`src/hw/rtl/fslot_pkg.sv`:
```
// fslot_pkg: request/response payload types, command/status structs and codes
// shared by the frame slot manager controller, datapath and top level.
// No dependencies.
`default_nettype none

package fslot_pkg;

    localparam logic [1:0] ACT_WRITE     = 2'd0;
    localparam logic [1:0] ACT_READ      = 2'd1;
    localparam logic [1:0] ACT_END       = 2'd2;

    localparam logic [1:0] ST_OK         = 2'd0;
    localparam logic [1:0] ST_NOTHING    = 2'd1;
    localparam logic [1:0] ST_NO_SLOT    = 2'd2;

    typedef enum logic [1:0] {
        MODE_FREE    = 2'd0,
        MODE_NEW     = 2'd1,
        MODE_READING = 2'd2
    } t_mode;

    typedef struct packed {
        logic [1:0]  action;
        logic [31:0] frame_value;
        logic [3:0]  slot_index;
    } t_req;

    typedef struct packed {
        logic [3:0]  chosen_slot;
        logic [31:0] read_value;
        logic [1:0]  status;
    } t_rsp;

    typedef struct packed {
        logic load;
        logic scan_start;
        logic scan_step;
        logic commit;
    } t_cmd;

    typedef struct packed {
        logic need_scan;
        logic scan_done;
        logic out_free;
    } t_sts;

endpackage

`default_nettype wire

```
`src/hw/rtl/fslot_dp.sv`:
```
// fslot_dp: slot mode flags, frame value memory, oldest-new scan unit and
// output register of the frame slot manager. Depends on fslot_pkg.
`default_nettype none

module fslot_dp
    import fslot_pkg::*;
#(
    parameter int SLOTS = 16
) (
    input  wire  i_clk,
    input  wire  i_rst_n,
    input  t_req i_req,
    input  t_cmd i_cmd,
    input  wire  i_out_ready,
    output t_sts o_sts,
    output logic o_out_valid,
    output t_rsp o_out_rsp
);

    localparam int IW = $clog2(SLOTS);
    localparam int CW = $clog2(SLOTS + 1);
    localparam int XW = (IW > 4) ? IW : 4;
    localparam logic [CW-1:0] LAST = CW'(SLOTS);

    t_mode       r_mode [SLOTS];
    logic [31:0] r_mem  [SLOTS];

    t_req        r_req;
    logic [CW-1:0] r_addr;
    logic        r_cmp_valid;
    logic        r_cmp_new;
    logic [IW-1:0] r_cmp_idx;
    logic [31:0] r_rd_data;
    logic        r_best_valid;
    logic [IW-1:0] r_best_idx;
    logic [31:0] r_best_val;
    logic        r_out_valid;
    t_rsp        r_out;

    logic          has_free;
    logic [IW-1:0] free_idx;
    logic [XW-1:0] end_idx;
    logic          end_in_range;
    logic          issue;
    logic          take;
    logic          wr_en;
    logic [IW-1:0] wr_idx;
    t_rsp          n_out;

    always_comb begin
        has_free = 1'b0;
        free_idx = '0;
        for (int i = SLOTS - 1; i >= 0; i--) begin
            if (r_mode[i] == MODE_FREE) begin
                has_free = 1'b1;
                free_idx = IW'(i);
            end
        end
    end

    assign end_idx      = XW'(r_req.slot_index);
    assign end_in_range = (32'(r_req.slot_index) < 32'(SLOTS));
    assign issue        = i_cmd.scan_step && (r_addr != LAST);
    assign take         = r_cmp_valid && r_cmp_new &&
                          (!r_best_valid || (r_rd_data < r_best_val));

    always_comb begin
        n_out  = '0;
        wr_en  = 1'b0;
        wr_idx = '0;
        case (r_req.action)
            ACT_WRITE: begin
                if (has_free) begin
                    wr_en  = 1'b1;
                    wr_idx = free_idx;
                end else if (r_best_valid) begin
                    wr_en  = 1'b1;
                    wr_idx = r_best_idx;
                end else begin
                    n_out.status = ST_NO_SLOT;
                end
                if (wr_en) begin
                    n_out.chosen_slot = 4'(XW'(wr_idx));
                end
            end
            ACT_READ: begin
                if (r_best_valid) begin
                    n_out.chosen_slot = 4'(XW'(r_best_idx));
                    n_out.read_value  = r_best_val;
                end else begin
                    n_out.status = ST_NOTHING;
                end
            end
            default: begin
                n_out = '0;
            end
        endcase
    end

    always_ff @(posedge i_clk) begin
        if (i_cmd.load) begin
            r_req <= i_req;
        end
        if (issue) begin
            r_rd_data <= r_mem[r_addr[IW-1:0]];
            r_cmp_idx <= r_addr[IW-1:0];
            r_cmp_new <= (r_mode[r_addr[IW-1:0]] == MODE_NEW);
        end
        if (take) begin
            r_best_idx <= r_cmp_idx;
            r_best_val <= r_rd_data;
        end
        if (i_cmd.commit) begin
            r_out <= n_out;
            if (wr_en && r_req.action == ACT_WRITE) begin
                r_mem[wr_idx] <= r_req.frame_value;
            end
        end
    end

    always_ff @(posedge i_clk) begin
        if (!i_rst_n) begin
            for (int i = 0; i < SLOTS; i++) begin
                r_mode[i] <= MODE_FREE;
            end
            r_addr       <= '0;
            r_cmp_valid  <= 1'b0;
            r_best_valid <= 1'b0;
            r_out_valid  <= 1'b0;
        end else begin
            if (i_cmd.scan_start) begin
                r_addr       <= '0;
                r_cmp_valid  <= 1'b0;
                r_best_valid <= 1'b0;
            end else if (i_cmd.scan_step) begin
                r_cmp_valid <= issue;
                if (issue) begin
                    r_addr <= r_addr + 1'b1;
                end
                if (take) begin
                    r_best_valid <= 1'b1;
                end
            end
            if (i_cmd.commit) begin
                r_best_valid <= 1'b0;
                r_out_valid  <= 1'b1;
                case (r_req.action)
                    ACT_WRITE: begin
                        if (wr_en) begin
                            r_mode[wr_idx] <= MODE_NEW;
                        end
                    end
                    ACT_READ: begin
                        if (r_best_valid) begin
                            r_mode[r_best_idx] <= MODE_READING;
                        end
                    end
                    ACT_END: begin
                        if (end_in_range) begin
                            r_mode[end_idx[IW-1:0]] <= MODE_FREE;
                        end
                    end
                    default: begin
                    end
                endcase
            end else if (i_out_ready) begin
                r_out_valid <= 1'b0;
            end
        end
    end

    assign o_sts.need_scan = (r_req.action == ACT_READ) ||
                             ((r_req.action == ACT_WRITE) && !has_free);
    assign o_sts.scan_done = (r_addr == LAST) && !r_cmp_valid;
    assign o_sts.out_free  = !r_out_valid || i_out_ready;
    assign o_out_valid     = r_out_valid;
    assign o_out_rsp       = r_out;

    a_commit_out: assert property (@(posedge i_clk) disable iff (!i_rst_n)
        i_cmd.commit |=> r_out_valid)
        else $error("commit did not load output register");

    a_best_is_new: assert property (@(posedge i_clk) disable iff (!i_rst_n)
        r_best_valid |-> (r_mode[r_best_idx] == MODE_NEW))
        else $error("scan best slot is not in new mode");

    a_free_write_ok: assert property (@(posedge i_clk) disable iff (!i_rst_n)
        (i_cmd.commit && r_req.action == ACT_WRITE && has_free) |=>
            (r_out.status == ST_OK))
        else $error("write with free slot reported an error");

endmodule

`default_nettype wire

```
`src/hw/rtl/fslot_ctrl.sv`:
```
// fslot_ctrl: request sequencing for the frame slot manager (accept, decide,
// scan, commit). Depends on fslot_pkg.
`default_nettype none

module fslot_ctrl
    import fslot_pkg::*;
(
    input  wire  i_clk,
    input  wire  i_rst_n,
    input  wire  i_in_valid,
    output logic o_in_ready,
    input  t_sts i_sts,
    output t_cmd o_cmd
);

    typedef enum logic [1:0] {
        S_IDLE,
        S_DECIDE,
        S_SCAN,
        S_DONE
    } t_state;

    t_state r_state;
    t_state n_state;

    always_comb begin
        o_cmd   = '0;
        n_state = r_state;
        case (r_state)
            S_IDLE: begin
                if (i_in_valid) begin
                    o_cmd.load = 1'b1;
                    n_state    = S_DECIDE;
                end
            end
            S_DECIDE: begin
                if (i_sts.need_scan) begin
                    o_cmd.scan_start = 1'b1;
                    n_state          = S_SCAN;
                end else begin
                    n_state = S_DONE;
                end
            end
            S_SCAN: begin
                o_cmd.scan_step = 1'b1;
                if (i_sts.scan_done) begin
                    n_state = S_DONE;
                end
            end
            S_DONE: begin
                if (i_sts.out_free) begin
                    o_cmd.commit = 1'b1;
                    n_state      = S_IDLE;
                end
            end
            default: begin
                n_state = S_IDLE;
            end
        endcase
    end

    always_ff @(posedge i_clk) begin
        if (!i_rst_n) begin
            r_state <= S_IDLE;
        end else begin
            r_state <= n_state;
        end
    end

    assign o_in_ready = (r_state == S_IDLE);

    a_commit_room: assert property (@(posedge i_clk) disable iff (!i_rst_n)
        o_cmd.commit |-> i_sts.out_free)
        else $error("commit while output register is occupied");

endmodule

`default_nettype wire

```
`src/hw/rtl/frame_slot_manager.sv`:
```
// frame_slot_manager: top level, joins the controller and the datapath.
// Depends on fslot_pkg, fslot_ctrl, fslot_dp.
//
// Handles one request at a time. An end read, a no-op and a write that finds a
// free slot pass from the decide state to the done state with no scan. A begin
// read, and a write when no slot is free, scan the frame value memory one slot
// per cycle through its single registered read port to find the oldest new
// frame. Each result sits in an output register, so the next request is taken
// while it waits to be collected. Slot modes reset to free; stored values need
// no reset.
`default_nettype none

module frame_slot_manager
    import fslot_pkg::*;
#(
    parameter int SLOTS = 16
) (
    input  wire  i_clk,
    input  wire  i_rst_n,
    input  wire  i_in_valid,
    output logic o_in_ready,
    input  t_req i_in_req,
    output logic o_out_valid,
    input  wire  i_out_ready,
    output t_rsp o_out_rsp
);

    t_cmd cmd;
    t_sts sts;

    fslot_ctrl u_ctrl (
        .i_clk      (i_clk),
        .i_rst_n    (i_rst_n),
        .i_in_valid (i_in_valid),
        .o_in_ready (o_in_ready),
        .i_sts      (sts),
        .o_cmd      (cmd)
    );

    fslot_dp #(
        .SLOTS (SLOTS)
    ) u_dp (
        .i_clk       (i_clk),
        .i_rst_n     (i_rst_n),
        .i_req       (i_in_req),
        .i_cmd       (cmd),
        .i_out_ready (i_out_ready),
        .o_sts       (sts),
        .o_out_valid (o_out_valid),
        .o_out_rsp   (o_out_rsp)
    );

endmodule

`default_nettype wire

```
`config.mk`:
```
export PLATFORM = sky130hd
export DESIGN_NAME = frame_slot_manager
export DESIGN_NICKNAME = d
export VERILOG_FILES = /design/src/hw/rtl/fslot_pkg.sv /design/src/hw/rtl/fslot_dp.sv /design/src/hw/rtl/fslot_ctrl.sv /design/src/hw/rtl/frame_slot_manager.sv
export SDC_FILE = /design/constraint.sdc
export NUM_CORES = 1
export LEC_CHECK = 0
export BUFFER_PORTS_ARGS = -buffer_cell sky130_fd_sc_hd__buf_2
export CORE_ASPECT_RATIO = 0.6
export CORE_MARGIN = 1.5
export CORE_UTILIZATION = 61
export DETAILED_ROUTE_END_ITERATION = 6
export MAX_ROUTING_LAYER = met4
export PLACE_DENSITY_LB_ADDON = 0.1
export SYNTH_ARGS = -nofsm -noshare
export SYNTH_HDL_FRONTEND = slang
export SYNTH_SLANG_ARGS = --single-unit
```
`constraint.sdc`:
```
create_clock -name i_clk -period 7.5 [get_ports i_clk]
set_clock_uncertainty 0.2 [all_clocks]
set_input_delay 0.75 -clock i_clk [delete_from_list [all_inputs] [get_ports i_clk]]
set_output_delay 0.75 -clock i_clk [all_outputs]
set_load 0.05 [all_outputs]
```
==> run_results.csv, run 1 <==
group,metric,value,unit
run_status,status,"completed",
drt,wl_per_cell,27.6,um
clocking,clock_sinks,707,
placement,port_buffers,81,
yosys,ys_ff_latch,707,
placement,dp_slack,3.73,ns
timing,rsz0062_at_grt,"no",
pwr,ir_drop,0.203,mV
critical_path,r2r_setup_slack,3.75,ns
run,drv_cap,0,
yosys,synth_area_per_cell,20.9,sq um
critical_path,path_class,"register to register",
yosys,synth_cell_types,65,
die,die_w,277,um
yosys,ys_seq_area_frac,0.768,
yosys,yosys_warnings,0,
pwr,power_density,292,mW/mm^2
yosys,synth_nets,1390,
drt,drc,0,
clocking,clk_latency,0.62,ns
min_path,worstHoldStart,"i_in_req[15]",
die,rows,59,
clocking,h-tree-depth,2,
placement,post-place-cells,1935,
die,coreArea,0.0438,sq mm
min_path,holdPathEnd,"u_dp.r_req[15]",
timing,hold_viol_final,0,
cells_and_area,area_growth,11.3,%
yosys,synth.largest_area_cell,"edfxtp_1",
die,initial_core_util,0.626,
timing,period_share,0.500,
clocking,cts_buffers,59,
drt,dr.pass1.iters,5,
cells_and_area,stdcell_count,2045,
placement,routabilityCongestion,0.929,
placement,dpl.hpwl,33300,um
yosys,synth_top_cell_area_share,0.758,
critical_path,critPathLaunchType,"register",
global_routing,grt_pass1_vias,13000,
yosys,netlist_area,0.0275,sq mm
critical_path,reg2reg_to,"u_dp.r_mode[12][0]",
clocking,clock-root-buffer,"clkbuf_16",
timing,setup_viol,0,
clocking,cts.path.max_buffers,3,
global_routing,grt_max_degree,109,
drt,vias,13400,
yosys,synth_edf_count,693,
critical_path,arrival,3.83,ns
global_routing,grt-ovfl-total,0,
timing,slew_violations,0,
clocking,clk_pin_slew_worst_paths,0.07,ns
yosys,synth_cells,1311,
drt,routed_wl,56400,um
drt,drt_iter0_markers,1785,
timing,fin_crit,3.75,ns
drt,drtAntennaViolNets,0,
placement,placed_cell_area,0.0287,sq mm
clocking,cts_tree,"yes",
critical_path,reg2reg_from,"u_dp.r_best_valid",
critical_path,crit_required,7.58,ns
die,dieArea,0.0463,sq mm
critical_path,worst_setup_path_end_kind,"register",
yosys,yosysMostFrequentCell,"edfxtp_1",
min_path,min_path_cells,1,
cells_and_area,nets,1496,
timing,finalSetupTns,0,ns
timing,relSlewSlack,0.197,
die,pin_count,82,
cells_and_area,antenna_cells,0,
timing,setup_ws,3.75,ns
global_routing,grt_pass1_wl,85000,um
yosys,synthTopCellsByCount,"edfxtp_1, mux4_2, nor2_1",
clocking,postCtsHoldBufs,0,
die,die_h,167,um
yosys,synthFlopType,"edfxtp_1",
cells_and_area,drive_gt1_frac,0.274,
global_routing,antenna_found_initial,2,
critical_path,r2r_cells,6,
clocking,post_cts_resized,0,
timing,fmax,267,MHz
cells_and_area,stdcell_area,0.0306,sq mm
global_routing,track_usage,0.259,
clocking,cts_setup_buffers,0,
yosys,synthTopCellsByArea,"edfxtp_1, mux4_2, ha_1",
cells_and_area,n_fill_cell,2674,
timing,tightest_slew,1.20,ns
min_path,worstHoldPathType,"primary input to register",
yosys,async_reset_ff_frac,0,
critical_path,path_max_fanout,35,
pwr,cellLeakagePower,9.66,nW
cells_and_area,fin_util,0.697,
drt,vias_per_cell,6.53,
-- through the flow --
stage / power, mW / hold slack, ns
finish: 8.92 / 0.102
global route: 9.23 / 0.0783
CTS: 8.98 / 0.0799
detailed placement: 5.96 / 0.207
global placement: 5.92 / 0.202
floorplan: 5.60 / 0.200
-- where the power goes --
part	total, mW	switching [mW]	internal (mW)
clock network	3.06	1.37	1.69
registers	4.93	0.265	4.67
logic	0.934	0.528	0.406
-- sequential cells by signal (all words and copies together) (netlist names), named ones only --
| signal | cells |
|---|---|
| u_dp.r_addr | 5 |
| u_dp.r_cmp_valid | 1 |
| u_dp.r_best_valid | 1 |
| u_dp.o_out_valid | 1 |
| u_dp.o_out_rsp | 38 |
| u_dp.r_cmp_new | 1 |
| u_dp.r_best_val | 32 |
| u_dp.r_mode | 32 |
| u_dp.r_rd_data | 32 |
| u_ctrl.r_state | 2 |
| u_dp.r_best_idx | 4 |
| u_dp.r_mem | 512 |
| u_dp.r_cmp_idx | 4 |
| u_dp.r_req | 34 |
| u_dp.end_idx | 4 |
-- layout by cell type, fill, tap and decap left out, types with 20 or more instances in the layout --
cell type  netlist  layout
ha_1            37      37
mux4_2         161     161
buf_4            2      20
nor2_1          69      52
buf_2           14      81
inv_1           51      50
o21ai_0         26      26
edfxtp_1       693     693
nor3_1          31      31
clkbuf_16        0      59
-- area by class of cell --
class | count | area [sq um] | share of cell area
Clock buffer | 74 | 1570 | 0.0515
Clock inverter | 36 | 340 | 0.0111
Inverter | 51 | 191 | 0.00626
Multi-Input combinational cell | 496 | 6060 | 0.198
Sequential cell | 707 | 21100 | 0.690
Tap cell | 579 | 724 | 0.0237
Timing Repair Buffer | 102 | 576 | 0.0188
-- worst max-delay path by stage --
| stage | end | cells past startpoint | slack [ns] | startpoint |
|---|---|---|---|---|
| after floorplan | u_dp.r_mem[0][0] | 5 | 1.94 | i_out_ready |
| after global placement | u_dp.r_addr[2] | 9 | 3.77 | u_dp.r_addr[0] |
| after detailed placement | u_dp.r_addr[2] | 9 | 3.73 | u_dp.r_addr[0] |
| after CTS | u_dp.r_addr[2] | 9 | 3.70 | u_dp.r_addr[0] |
| after global routing | u_dp.r_addr[2] | 9 | 3.35 | u_dp.r_addr[0] |
| final | u_dp.r_mode[12][0] | 6 | 3.75 | u_dp.r_best_valid |
-- logic make-up after synthesis --
group                      share of synthesized area
xor gates and xnor gates                     0.00128
and+or+nand+nor                               0.0336
DFF                                            0.768
buffers and inverters                         0.0162
AOI/OAI and AO/OA                             0.0314
muxes                                          0.132
adders and majority gates                     0.0169
-- routing by layer --
layer | wire (um) | global-route usage | vias to the layer above
met5 | 0 | - | -
met4 | 728 | 0.0435 | 0
met3 | 6460 | 0.0709 | 73
met2 | 23800 | 0.339 | 706
met1 | 25500 | 0.416 | 6955
li1 | - | - | 5630
-- critical path: stages (launching register included) --
cell	delay (ns)
dfxtp_1	0.72
nand3b_4	0.46
a2111oi_4	0.42
buf_4	0.32
o31a_1	0.26
nand4_1	0.50
o21ai_0	0.51
Note: power is estimated with default switching activity, not from simulation.
==> run 2, diff against run 1 <==
==> constraint.sdc (replaced) <==
create_clock -name i_clk -period 3.6 [get_ports i_clk]
set_clock_uncertainty 0.2 [all_clocks]
set_input_delay 0.36 -clock i_clk [delete_from_list [all_inputs] [get_ports i_clk]]
set_output_delay 0.36 -clock i_clk [all_outputs]
set_load 0.05 [all_outputs]
==> run 2 against run 1 <==
- flip-flop and latch count unchanged
- clock power increased by 110%
- critical endpoint is now u_dp.r_mode[14][1]
- non-clock buffer count increased by 73
- sequential share of layout area decreased by 1.9 points
- largest power group unchanged
- hold slack got worse by 0.0068 ns
==> run_results.csv, run 2 (synthesized netlist as in run 1, its figures left out) <==
group,metric,value,unit
run_status,status,"completed",
critical_path,crit_required,3.66,ns
critical_path,crit_cells,6,
clocking,cts.path.max_buffers,3,
global_routing,antenna_found_initial,5,
drt,drt_iter0_markers,1554,
pwr,pwr-share-seq,0.539,
critical_path,critPathCapture,"u_dp.r_mode[14][1]",
die,die_w,277,um
clocking,post_cts_resized,0,
drt,drtAntennaViolNets,0,
cells_and_area,area_growth,14.6,%
timing,fin_crit,3.32,ns
die,dieArea,0.0463,sq mm
placement,dpl.hpwl,38700,um
timing,fmax,302,MHz
critical_path,path_buf_inv,0,
drt,vias,13600,
global_routing,grt-ovfl-total,0,
die,die_h,167,um
clocking,postCtsHoldBufs,41,
global_routing,grt_pass1_vias,13500,
drt,wl_per_cell,28.3,um
critical_path,slowest_delay,0.54,ns
die,coreArea,0.0438,sq mm
cells_and_area,stdcell_count,2121,
timing,period_share,0.921,
cells_and_area,nets,1570,
pwr,comb_power_share,0.117,
die,rows,59,
cells_and_area,largest_reg_flops,512,
critical_path,critPathLaunchType,"register",
global_routing,track_usage,0.275,
die,pin_count,82,
run,drv_cap,0,
timing,rsz0062_at_grt,"no",
timing,tightest_slew,1.05,ns
placement,routabilityCongestion,0.924,
cells_and_area,final_common_cell,"edfxtp_1",
critical_path,reg2reg_to,"u_dp.r_mode[14][1]",
global_routing,grt_max_degree,41,
pwr,swShare,0.247,
cells_and_area,drive_gt1_frac,0.279,
min_path,worstHoldPathType,"primary input to register",
pwr,power_density,604,mW/mm^2
clocking,clock-root-buffer,"clkbuf_16",
clocking,h-tree-depth,2,
drt,dr.pass1.iters,5,
drt,drc,0,
critical_path,worst_setup_path_end_kind,"register",
placement,port_buffers,81,
critical_path,path_class,"register to register",
critical_path,cp_top_family,"compound AO/OA/AOI/OAI gates",
clocking,cts_buffers,60,
critical_path,reg2reg_from,"u_dp.r_mode[7][1]",
timing,setup_viol,0,
cells_and_area,regMostFlops,"u_dp.r_mem",
placement,post-place-cells,1967,
clocking,cts_tree,"yes",
critical_path,path_max_fanout,12,
timing,slew_violations,0,
cells_and_area,mostFrequentLayoutCells,"edfxtp_1, mux4_2, buf_2",
pwr,switchingPower,4.69,mW
timing,hold_viol_final,0,
clocking,cts_setup_buffers,0,
clocking,clk_pin_slew_worst_paths,0.07,ns
drt,routed_wl,60000,um
clocking,clock_sinks,707,
pwr,ir_drop,0.440,mV
clocking,clk_latency,0.61,ns
critical_path,critPathSlowestCell,"nor4_1",
pwr,cellLeakagePower,10.1,nW
critical_path,crit_chain,"o22ai_1 > nor4_1 > nand2_2 > o32ai_2 > o21ai_1 > o21ai_0",
die,initial_core_util,0.626,
critical_path,r2r_setup_slack,0.28,ns
cells_and_area,n_fill_cell,2624,
timing,relSlewSlack,0.295,
critical_path,r2r_cells,6,
timing,holdWs,0.0956,ns
critical_path,worstSetupStartpoint,"u_dp.r_mode[7][1]",
drt,vias_per_cell,6.41,
global_routing,grt_pass1_wl,89100,um
pwr,power.share.clock,0.344,
pwr,p_int,14.3,mW
critical_path,arrival,3.38,ns
run 2: cell types whose count changed in the layout (fill, tap and decap cells not counted):
cell,before,now
inv_8,0,1
clkinv_2,15,11
diode_2,0,1
clkbuf_8,4,0
dlygate4sd3_1,0,41
bufinv_16,6,8
buf_4,20,37
buf_12,1,16
clkbuf_16,59,60
clkinv_8,0,1
clkinv_1,11,16
clkinv_4,0,1
inv_16,1,0
run 2: cell type report:
| type | instances | area (sq um) | share of cell area |
|---|---|---|---|
| inverter | 51 | 191 | 0.00609 |
| timing repair buffer | 175 | 1410 | 0.0450 |
| clock buffer | 71 | 1540 | 0.0491 |
| multi-input combinational | 496 | 6060 | 0.193 |
| clock inverter | 41 | 415 | 0.0132 |
| tap | 579 | 724 | 0.0230 |
| antenna | 1 | 2.50 | 0.0000796 |
| sequential | 707 | 21100 | 0.671 |
run 2: routing by layer:
metal / wire length, um / up-vias / part of all wire / track usage
met1: 26200 / 6999 / 0.44 / 0.425
met4: 845 / 0 / 0.014 / 0.0485
li1: - / 5783 / - / -
met2: 24900 / 734 / 0.42 / 0.361
met5: 0 / - / 0 / -
met3: 8010 / 73 / 0.13 / 0.0939
run 2: stage by stage:
| stage | setup slack (ns) | power (mW) | util | TNS (ns) | cell area [sq um] |
|---|---|---|---|---|---|
| finish | 0.283 | 19.0 | 0.717 | 0 | 31400 |
| detailed placement | 0.364 | 12.6 | 0.663 | 0 | 29100 |
| floorplan | -0.199 | 11.7 | - | -25.53 | 27500 |
| CTS | 0.341 | 19.1 | 0.717 | 0 | 31400 |
| global route | 0.00380 | 19.6 | 0.717 | 0 | 31400 |
| global placement | 0.446 | 12.5 | 0.663 | 0 | 29100 |
run 2: worst min-delay path, delay by kind of cell:
| family | cells | cell delay [ns] |
|---|---|---|
| AO/OA/AOI/OAI | 3 | 0.32 |
| buffers and inverters | 2 | 0.16 |
run 2: how the worst min path moves through the flow:
| stage | slack [ns] | endpoint | cells past startpoint | from |
|---|---|---|---|---|
| 2_1_floorplan | 0.20 | u_dp.r_best_idx[0] | 0 | u_dp.r_cmp_idx[0] |
| 3_3_place_gp | 0.20 | u_dp.r_best_idx[3] | 0 | u_dp.r_cmp_idx[3] |
| 3_5_place_dp | 0.21 | u_dp.r_best_idx[0] | 0 | u_dp.r_cmp_idx[0] |
| 4_1_cts | 0.05 | u_ctrl.r_state[0] | 5 | i_in_valid |
| 5_1_grt | 0.12 | u_ctrl.r_state[0] | 5 | i_in_valid |
| 6_report | 0.1 | u_ctrl.r_state[0] | 5 | i_in_valid |
run 2: power groups by stage:
| stage | combinational, mW | sequential [mW] | clock (mW) |
|---|---|---|---|
| 2_1_floorplan | 1.41 | 10.3 | 0 |
| 3_3_place_gp | 2.15 | 10.4 | 0 |
| 3_5_place_dp | 2.19 | 10.4 | 0 |
| 4_1_cts | 2.23 | 10.2 | 6.62 |
| 5_1_grt | 2.40 | 10.3 | 6.94 |
| 6_report | 2.23 | 10.2 | 6.53 |
==> run 3, diff against run 2 <==
--- a/config.mk
+++ b/config.mk
@@ -12,6 +12,7 @@
 export DETAILED_ROUTE_END_ITERATION = 6
 export MAX_ROUTING_LAYER = met4
 export PLACE_DENSITY_LB_ADDON = 0.1
+export SETUP_SLACK_MARGIN = 0.3
 export SYNTH_ARGS = -nofsm -noshare
 export SYNTH_HDL_FRONTEND = slang
 export SYNTH_SLANG_ARGS = --single-unit
==> constraint.sdc (replaced) <==
create_clock -name i_clk -period 3.9 [get_ports i_clk]
set_clock_uncertainty 0.2 [all_clocks]
set_input_delay 0 -clock i_clk [delete_from_list [all_inputs] [get_ports i_clk]]
set_output_delay 0 -clock i_clk [all_outputs]
set_load 0.05 [all_outputs]
==> run 3 against run 2 <==
- fmax fell by 2.9%
- global-route usage fell by 0.55 points
- critical endpoint is now u_dp.r_mem[12][9]
- clock power fell by 11%
- design area rose by 0.95%
==> run_results.csv, run 3 (synthesized netlist as in run 1, its figures left out) <==
group,metric,value,unit
run_status,status,"completed",
critical_path,worst_setup_path_end_kind,"register",
critical_path,reg2reg_from,"u_dp.r_req[36]",
drt,drtAntennaViolNets,0,
global_routing,track_usage,0.270,
die,die_w,277,um
global_routing,grt_pass1_vias,13500,
critical_path,worstSetupStartpoint,"u_dp.r_req[36]",
die,pin_count,82,
placement,port_buffers,81,
critical_path,arrival,3.51,ns
timing,setup_viol,0,
placement,dpl.hpwl,36500,um
cells_and_area,regMostFlops,"u_dp.r_mem",
die,die_h,167,um
clocking,clock_sinks,707,
cells_and_area,stdcell_area,0.0317,sq mm
critical_path,path_class,"register to register",
drt,wl_per_cell,27.1,um
run,drv_cap,0,
cells_and_area,largest_reg_flops,512,
global_routing,antenna_found_initial,7,
critical_path,path_max_fanout,22,
clocking,post_cts_resized,0,
drt,routed_wl,58300,um
timing,fin_crit,3.41,ns
cells_and_area,drive_gt1_frac,0.272,
critical_path,crit_required,4.00,ns
pwr,ir_drop,0.468,mV
timing,tightest_slew,1.10,ns
clocking,clock-root-buffer,"clkbuf_16",
placement,routabilityCongestion,0.939,
cells_and_area,final_common_cell,"edfxtp_1",
clocking,cts.path.max_buffers,3,
critical_path,r2r_cells,6,
drt,met2_length,24900,um
pwr,power_density,545,mW/mm^2
critical_path,critPathLaunchType,"register",
clocking,cts_buffers,59,
drt,drt_iter0_markers,1867,
timing,rsz0062_at_grt,"no",
cells_and_area,nets,1602,
cells_and_area,stdcell_count,2153,
drt,vias_per_cell,6.37,
timing,fmax,293,MHz
drt,dr.max_layer_used,"met4",
global_routing,grt_pass1_wl,87700,um
pwr,p_total,17.3,mW
global_routing,grt_max_degree,49,
cells_and_area,mostFrequentLayoutCells,"edfxtp_1, mux4_2, dlygate4sd3_1, buf_2, clkbuf_16",
timing,slew_violations,0,
die,rows,59,
clocking,clk_pin_slew_worst_paths,0.06,ns
cells_and_area,area_growth,15.6,%
min_path,worstHoldStart,"u_dp.r_cmp_idx[0]",
timing,finalSetupTns,0,ns
placement,placed_cell_area,0.0290,sq mm
drt,met1Wirelength,25800,um
drt,vias,13700,
placement,dp_slack,0.525,ns
drt,wl_met3,6750,um
drt,drc,0,
critical_path,r2r_setup_slack,0.49,ns
timing,setup_ws,0.485,ns
critical_path,reg2reg_to,"u_dp.r_mem[12][9]",
die,coreArea,0.0438,sq mm
timing,relSlewSlack,0.263,
cells_and_area,antenna_cells,0,
timing,period_share,0.876,
pwr,cellLeakagePower,10.2,nW
min_path,min_path_cells,0,
clocking,h-tree-depth,2,
cells_and_area,fin_util,0.724,
timing,holdWs,0.222,ns
timing,hold_viol_final,0,
global_routing,grt-ovfl-total,0,
placement,post-place-cells,1956,
drt,dr.pass1.iters,5,
clocking,cts_tree,"yes",
die,dieArea,0.0463,sq mm
clocking,clk_latency,0.61,ns
cells_and_area,n_fill_cell,2604,
min_path,worstHoldPathType,"register to register",
die,initial_core_util,0.626,
min_path,holdPathEnd,"u_dp.r_best_idx[0]",
run 3: cell count changes in the layout (fill, tap and decap cells not counted), sizes merged:
cell         delta
clkinv          +3
buf             -7
bufinv          -3
dlygate4sd3    +40
diode           -1
run 3: worst max-delay path by stage:
| stage | cells past startpoint | end |
|---|---|---|
| after floorplan | 5 | u_dp.r_mem[0][0] |
| after global placement | 6 | u_dp.r_mem[12][19] |
| after detailed placement | 6 | u_dp.r_mem[12][9] |
| after CTS | 6 | u_dp.r_mem[12][8] |
| after global routing | 6 | u_dp.r_mem[12][9] |
| final | 6 | u_dp.r_mem[12][9] |
run 3: power breakdown:
| group | switching [mW] | total [mW] | leakage, nW | internal [mW] |
|---|---|---|---|---|
| combinational | 1.14 | 2.05 | 2.83 | 0.909 |
| sequential | 0.492 | 9.46 | 6.41 | 8.97 |
| clock | 2.62 | 5.78 | 0.935 | 3.16 |
| total | 4.26 | 17.3 | 10.2 | 13.0 |
run 3: what timing repair did:
action                                  4_1_cts  5_1_grt
endpoints found under the setup margin        0       31
hold buffers                                 81        0
setup buffers                                 0        4
endpoints found under the hold margin        84        0
run 3: area by class of cell:
class | count | area [sq um] | area share
sequential | 707 | 21100 | 0.665
multi-input combinational | 496 | 6060 | 0.191
timing repair buffer | 208 | 1790 | 0.0563
clock buffer | 71 | 1540 | 0.0486
tap | 579 | 724 | 0.0228
clock inverter | 41 | 344 | 0.0108
inverter | 51 | 191 | 0.00603
run 3: critical path, stage by stage (launching register included):
cell and delay (ns):
edfxtp_1 0.53, nor2_1 0.34, o221ai_2 0.24, a2111oi_4 0.50
or4b_4 0.62, nor2_4 0.40, buf_12 0.26
run 3: routing by layer:
metal  GRT usage  vias to the layer above
met3      0.0737                       72
met4      0.0478                        0
li1            -                     5858
met2       0.361                      708
met5           -                        -
met1       0.424                     7070
